[src/sv/abf_pkg.sv]
// Shared constants, types and the reciprocal helper function of the alpha bleed filter.
`default_nettype none
package abf_pkg;

    localparam int MAX_WIDTH  = 1024;
    localparam int MAX_HEIGHT = 1024;
    localparam int DIM_W      = 11;
    localparam int CNT_W      = 21;
    localparam int ADDR_W     = $clog2(2 * MAX_WIDTH + 3);
    localparam int TAP_W      = 4;
    localparam int SUM_W      = 11;
    localparam int NUM_W      = 4;
    localparam int RECIP_W    = 17;
    localparam int RECIP_SH   = 16;
    localparam int CFG_IDX_W  = 1;

    localparam logic [CFG_IDX_W-1:0] REG_WIDTH  = 1'd0;
    localparam logic [CFG_IDX_W-1:0] REG_HEIGHT = 1'd1;

    localparam logic [TAP_W-1:0] TAP_CENTER = 4'd4;
    localparam logic [TAP_W-1:0] TAP_LAST   = 4'd8;

    typedef struct packed {
        logic accept;
        logic start;
        logic issue;
        logic load;
    } cmd_t;

    typedef struct packed {
        logic emit_due;
        logic out_busy;
        logic tap_last;
    } sts_t;

    // Rounded-up reciprocal scaled by 2^16; exact for sums below 2048.
    function automatic logic [RECIP_W-1:0] recip(input logic [NUM_W-1:0] n);
        logic [RECIP_W-1:0] r;
        case (n)
            4'd1:    r = 17'd65536;
            4'd2:    r = 17'd32768;
            4'd3:    r = 17'd21846;
            4'd4:    r = 17'd16384;
            4'd5:    r = 17'd13108;
            4'd6:    r = 17'd10923;
            4'd7:    r = 17'd9363;
            4'd8:    r = 17'd8192;
            default: r = 17'd0;
        endcase
        return r;
    endfunction

endpackage
`default_nettype wire

[src/sv/abf_ctrl.sv]
// Controller state machine of the alpha bleed filter.
`default_nettype none
module abf_ctrl
(
    input  wire logic          clk,
    input  wire logic          rst_n,
    input  wire logic          in_valid,
    output logic               in_ready,
    input  wire abf_pkg::sts_t sts,
    output abf_pkg::cmd_t      cmd
);

    typedef enum logic [4:0] {
        S_IDLE  = 5'b00001,
        S_CHECK = 5'b00010,
        S_READ  = 5'b00100,
        S_LAST  = 5'b01000,
        S_DIV   = 5'b10000
    } state_t;

    state_t state_reg;
    state_t state_next;

    always_ff @(posedge clk or negedge rst_n)
    begin
        if (!rst_n)
        begin
            state_reg <= S_IDLE;
        end
        else
        begin
            state_reg <= state_next;
        end
    end

    always_comb
    begin
        state_next = state_reg;
        cmd        = '0;
        in_ready   = 1'b0;
        case (state_reg)
            S_IDLE:
            begin
                in_ready = 1'b1;
                if (in_valid)
                begin
                    cmd.accept = 1'b1;
                    state_next = S_CHECK;
                end
            end
            S_CHECK:
            begin
                if (sts.emit_due)
                begin
                    cmd.start  = 1'b1;
                    state_next = S_READ;
                end
                else
                begin
                    state_next = S_IDLE;
                end
            end
            S_READ:
            begin
                cmd.issue = 1'b1;
                if (sts.tap_last)
                begin
                    state_next = S_LAST;
                end
            end
            S_LAST:
            begin
                state_next = S_DIV;
            end
            S_DIV:
            begin
                // The result waits here until the output register is free.
                if (!sts.out_busy)
                begin
                    cmd.load   = 1'b1;
                    state_next = S_IDLE;
                end
            end
            default:
            begin
                state_next = S_IDLE;
            end
        endcase
    end

endmodule
`default_nettype wire

[config.mk]
export PLATFORM = sky130hd
export DESIGN_NAME = abf_ctrl
export DESIGN_NICKNAME = d
export VERILOG_FILES = /design/src/sv/abf_pkg.sv /design/src/sv/abf_ctrl.sv
export SDC_FILE = /design/constraint.sdc
export NUM_CORES = 1
export LEC_CHECK = 0
export BUFFER_PORTS_ARGS = -buffer_cell sky130_fd_sc_hd__buf_2
export CAP_MARGIN = 20
export CORE_AREA = 2 2 39 41
export CTS_CLUSTER_SIZE = 16
export DETAILED_ROUTE_END_ITERATION = 8
export DIE_AREA = 0 0 41 43
export GPL_ROUTABILITY_DRIVEN = 0
export GPL_TIMING_DRIVEN = 0
export PLACE_DENSITY = 0.46
export SKIP_LAST_GASP = 1
export SLEW_MARGIN = 10
export SYNTH_ARGS = -nofsm -noshare
export SYNTH_HDL_FRONTEND = slang
export SYNTH_SLANG_ARGS = --single-unit
export TNS_END_PERCENT = 5
[constraint.sdc]
create_clock -name clk -period 1.25 [get_ports clk]
set_input_delay 0.25 -clock clk [delete_from_list [all_inputs] [get_ports clk]]
set_output_delay 0.25 -clock clk [all_outputs]
set_load 0.005 [all_outputs]
* Word level (Yosys, flattened, before mapping)
Index checks and enable logic that the tools add are counted.
** Storage, ports and cells
- Register bits after elaboration :: 5
- Input port bits :: 6
- Logic and storage cells :: 23
** Cells by class
- Equal/unequal tests :: 8
- Muxes and demuxes :: 13
- Reduce and logical (&&, ||, !) cells :: 1
** Operators with widths (count)
- one-hot mux 5 bit (5 select lines) :: 1
- 2-to-1 mux 5 bit :: 3
- 2-to-1 mux 1 bit :: 8
- != test 2 bit (second input constant) :: 3
- == test 5 x 1 -> 1 bit (second input constant) :: 1
- == test 5 x 2 -> 1 bit (second input constant) :: 1
- == test 5 x 3 -> 1 bit (second input constant) :: 1
- == test 5 x 4 -> 1 bit (second input constant) :: 1
- == test 5 bit (second input constant) :: 1
- 2-to-1 mux 3 bit :: 1
- AND reduction 3 bit :: 1

* Longest topological paths before layout
- Word-level depth :: 3
- Gate-level depth with buffers :: 3

* Least setup slack after synthesis
OpenSTA, ideal clock, no wires.
- Kind :: register to output
- From :: register state_reg[2]
- To :: output port cmd[0] in the netlist's numbering
- Data arrival time :: 1.124 ns
- Path slack :: -0.124 ns
- Stages on the path, launching flop included :: 3
- Buffers on the path :: 0
- Cells stage by stage :: dfrtp_1 or3_4 nor4b_1
** RTL lines
- start: declaration :: RTL line abf_ctrl.sv:21 : state_t state_reg;
- start signal: assignment :: RTL line abf_ctrl.sv:32 : state_reg <= state_next;
- end: declaration :: RTL line abf_ctrl.sv:10 : output abf_pkg::cmd_t cmd

==> flow_summary_export.csv <==
group,metric,value,unit
outcome,status,"finished, violations left",
outcome,violations,"negative setup slack",
timing,slew_violations,0,
timing,fmax,612.0,MHz
routing,drt-pass1-iter-count,4,
setup_path,arrival,1.38,ns
cts,clock_sinks,5,
power,p_sw,264.3,uW
power,p_comb_share,45.9,%
global_route,grt_max_degree,8,
synth,ys_warn_count,0,
setup_path,cp-start-kind,"flop",
global_route,antenna_found_initial,0,
min_path,whs_path_depth,2,
timing,hold_viol,0,
die,die_w,41,um
synth,synth_area_leaders,"dfrtp_1, dfstp_2, or3_4, and2_1, nor2_1",
layout,layout-drive-gt1-share,49.02,%
timing,rsz0062_at_grt,"true",
global_route,globalRouteOverflowTotal,0,
synth,ys_seq_area_share,40.73,%
synth,synthTopCellsByCount,"nor2_1, dfrtp_1, and2_1",
run,drv_cap,0,
die,start_util,22.42,%
routing,detail-route-antenna-nets,0,
power,seqPwrFrac,30.8,%
synth,syn-cell-area,310.3,um2
synth,syn_inst,32,
setup_path,r2r_end,"state_reg[0]",
timing,finalCriticalPeriod,1.634,ns
global_route,grtUsageTotal,10.07,%
power,intPower,539.4,uW
min_path,hold_start,"in_valid",
synth,synth_fp_nets,38,
cts,clock_latency,0.25,ns
timing,fin_ws,-0.3841,ns
power,p_sw_share,32.88,%
synth,synthMostInstantiatedCell,"nor2_1",
power,pwr-share-clk,23.4,%
synth,synth-simple-area-share,41.53,%
synth,synth_top_area_share,32.26,%
layout,final_cell_area,464.2,um2
global_route,grt_first_pass_wirelength,1.110,mm
min_path,whs_endpoint,"state_reg[1]",
setup_path,crit_fanout,2,
timing,slew_headroom,79.12,%
die,pin_count,11,
timing,setup_viol,6,
global_route,grt_pass1_vias,265,
routing,viasPerCell,4.627,
synth,synth_cell_types,19,
layout,nets,58,
power,power_density,1731,mW/mm2
synth,synth_seq_cells,5,
synth,synth_top_family_by_area,"simple AND/OR/NAND/NOR gates",
synth,post-synth-top-area-cell,"dfrtp_1",
die,die_h,43,um
layout,largest_reg_flops,5,
setup_path,required,1.00,ns
cts,clockBufferDepth,2,
power,leakage,0.2003,nW
placement,place.port_buffers,10,
power,vdd_ir_drop_max,0.8754,mV
synth,synth_edf_count,0,
synth,synth_fa_ha_area_share,0,%
setup_path,worst-r2r-cell-count,4,
min_path,hold_path_class,"primary input to flop",
setup_path,reg2reg_slack,-0.11,ns
die,dieArea,0.001763,mm2
layout,diodes,0,
synth,synthXorXnorAreaFrac,2.823,%
timing,skew,0.009370,ns
cts,clk_pin_slew,0.05,ns
setup_path,setup.worst_path.class,"flop to output port",
routing,drt-initial-drc-count,11,
setup_path,worstPathCellList,"or3_4 > nor4b_4 > buf_2",
setup_path,cp_slowest_cell,"dfrtp_2",
cts,htreeDepth,1,
timing,fin_crit_sh,130.7,%
die,core,0.001384,mm2
synth,synthFlopType,"dfrtp_1",
synth,yosys-mux-area-fraction,0,%
routing,wl_per_cell,10.15,um
setup_path,crit_path_end_kind,"output port",
placement,pre_cts_ws,-0.2053,ns
cts,cts_tree,"done",
layout,area_delta_synth_final,49.60,%
timing,tightestPinTransition,0.3089,ns
synth,syn_area_per_cell,9.697,um2
synth,async_flop_share,100.0,%
timing,holdWs,0.2480,ns
routing,routed_wl,680,um
cts,cts_root_buf,"clkbuf_4",
setup_path,cpPeakStageDelay,0.40,ns
setup_path,r2r-start,"state_reg[2]",
synth,synth_compound_area_share,11.29,%
routing,num_vias,310,
placement,dpl_cell_area,395.4,um2
routing,drc,0,
cts,cts_buffers,3,
die,rows,14,
## logic make-up (layout without fill, tap and decap cells)
group           count (synthesis)  count (layout)
simple gates                   19              19
compound gates                  5               5
flops                           5               5
buf+inv                         2              21
xor+xnor                        1               1
## through the flow
stage / power, mW / std cells / TNS, ns / utilization [%]
2_1_floorplan: 0.4773 / 32 / -0.03541 / -
3_3_place_gp: 0.5709 / 58 / -0.5971 / 28.57
3_5_place_dp: 0.5602 / 58 / -0.5303 / 28.57
4_1_cts: 0.8089 / 67 / -1.825 / 33.54
5_1_grt: 0.8658 / 67 / -2.265 / 33.54
6_report: 0.8037 / 67 / -1.762 / 33.54
## worst max-delay path by stage
stage                        end  cells past startpoint         start
after floorplan           cmd[0]                      2  state_reg[2]
after global placement    cmd[0]                      3  state_reg[2]
after detailed placement  cmd[0]                      3  state_reg[2]
after CTS                 cmd[0]                      3  state_reg[1]
after global routing      cmd[0]                      3  state_reg[2]
final                     cmd[0]                      3  state_reg[2]
## metal layers
layer,vias to the layer above,GRT usage [%],part of all wire (%)
li1,154,-,-
met1,143,10.06,41
met2,13,14.69,49
met3,0,6.806,10
met4,0,6.000,0
met5,-,0,0
## power by group through the flow
stage / sequential [mW] / combinational (mW) / clock, mW
after global routing: 0.252 / 0.400 / 0.214
final: 0.247 / 0.369 / 0.188
after global placement: 0.273 / 0.298 / 0
after CTS: 0.245 / 0.369 / 0.195
after detailed placement: 0.270 / 0.290 / 0
after floorplan: 0.255 / 0.222 / 0
## placed cells by master, fill, tap and decap left out
master / count
dfrtp_2: 2
nor2_1: 5
nand2_1: 1
and3_1: 1
dfstp_2: 1
dfrtp_1: 2
dlygate4sd3_1: 1
nor4b_4: 1
nor4b_1: 1
o221ai_1: 1
inv_1: 1
and2_1: 3
clkbuf_1: 1
or3_4: 2
a21oi_1: 2
or2b_1: 1
xnor2_1: 1
a211oi_1: 1
buf_4: 5
o2bb2ai_1: 1
or3_1: 1
nand3b_1: 2
buf_2: 10
clkbuf_4: 3
nor3b_2: 1
## final cells by class
cell class              count  area (um2)
clock buffers               4       26.28
multi-input cells          25       187.7
plain buffers               1       7.507
well taps                  16       20.02
fillers                   152       919.6
flip-flops and latches      5       128.9
inverters                   1       3.754
repair buffers             15       90.09
## repair_timing
item	in CTS	in global routing
hold buffers	1	0
setup endpoints to repair	6	7
hold endpoints to repair	5	0
resized for setup	2	0
buffers inserted	4	0
pin swaps	1	1
## worst max-delay path, delay by kind of cell (launching register included)
family | cells | cell delay (ns)
DFF | 1 | 0.40
buffers and inverters | 1 | 0.14
and+or+nand+nor | 2 | 0.60
(Power assumes the default switching activity.)
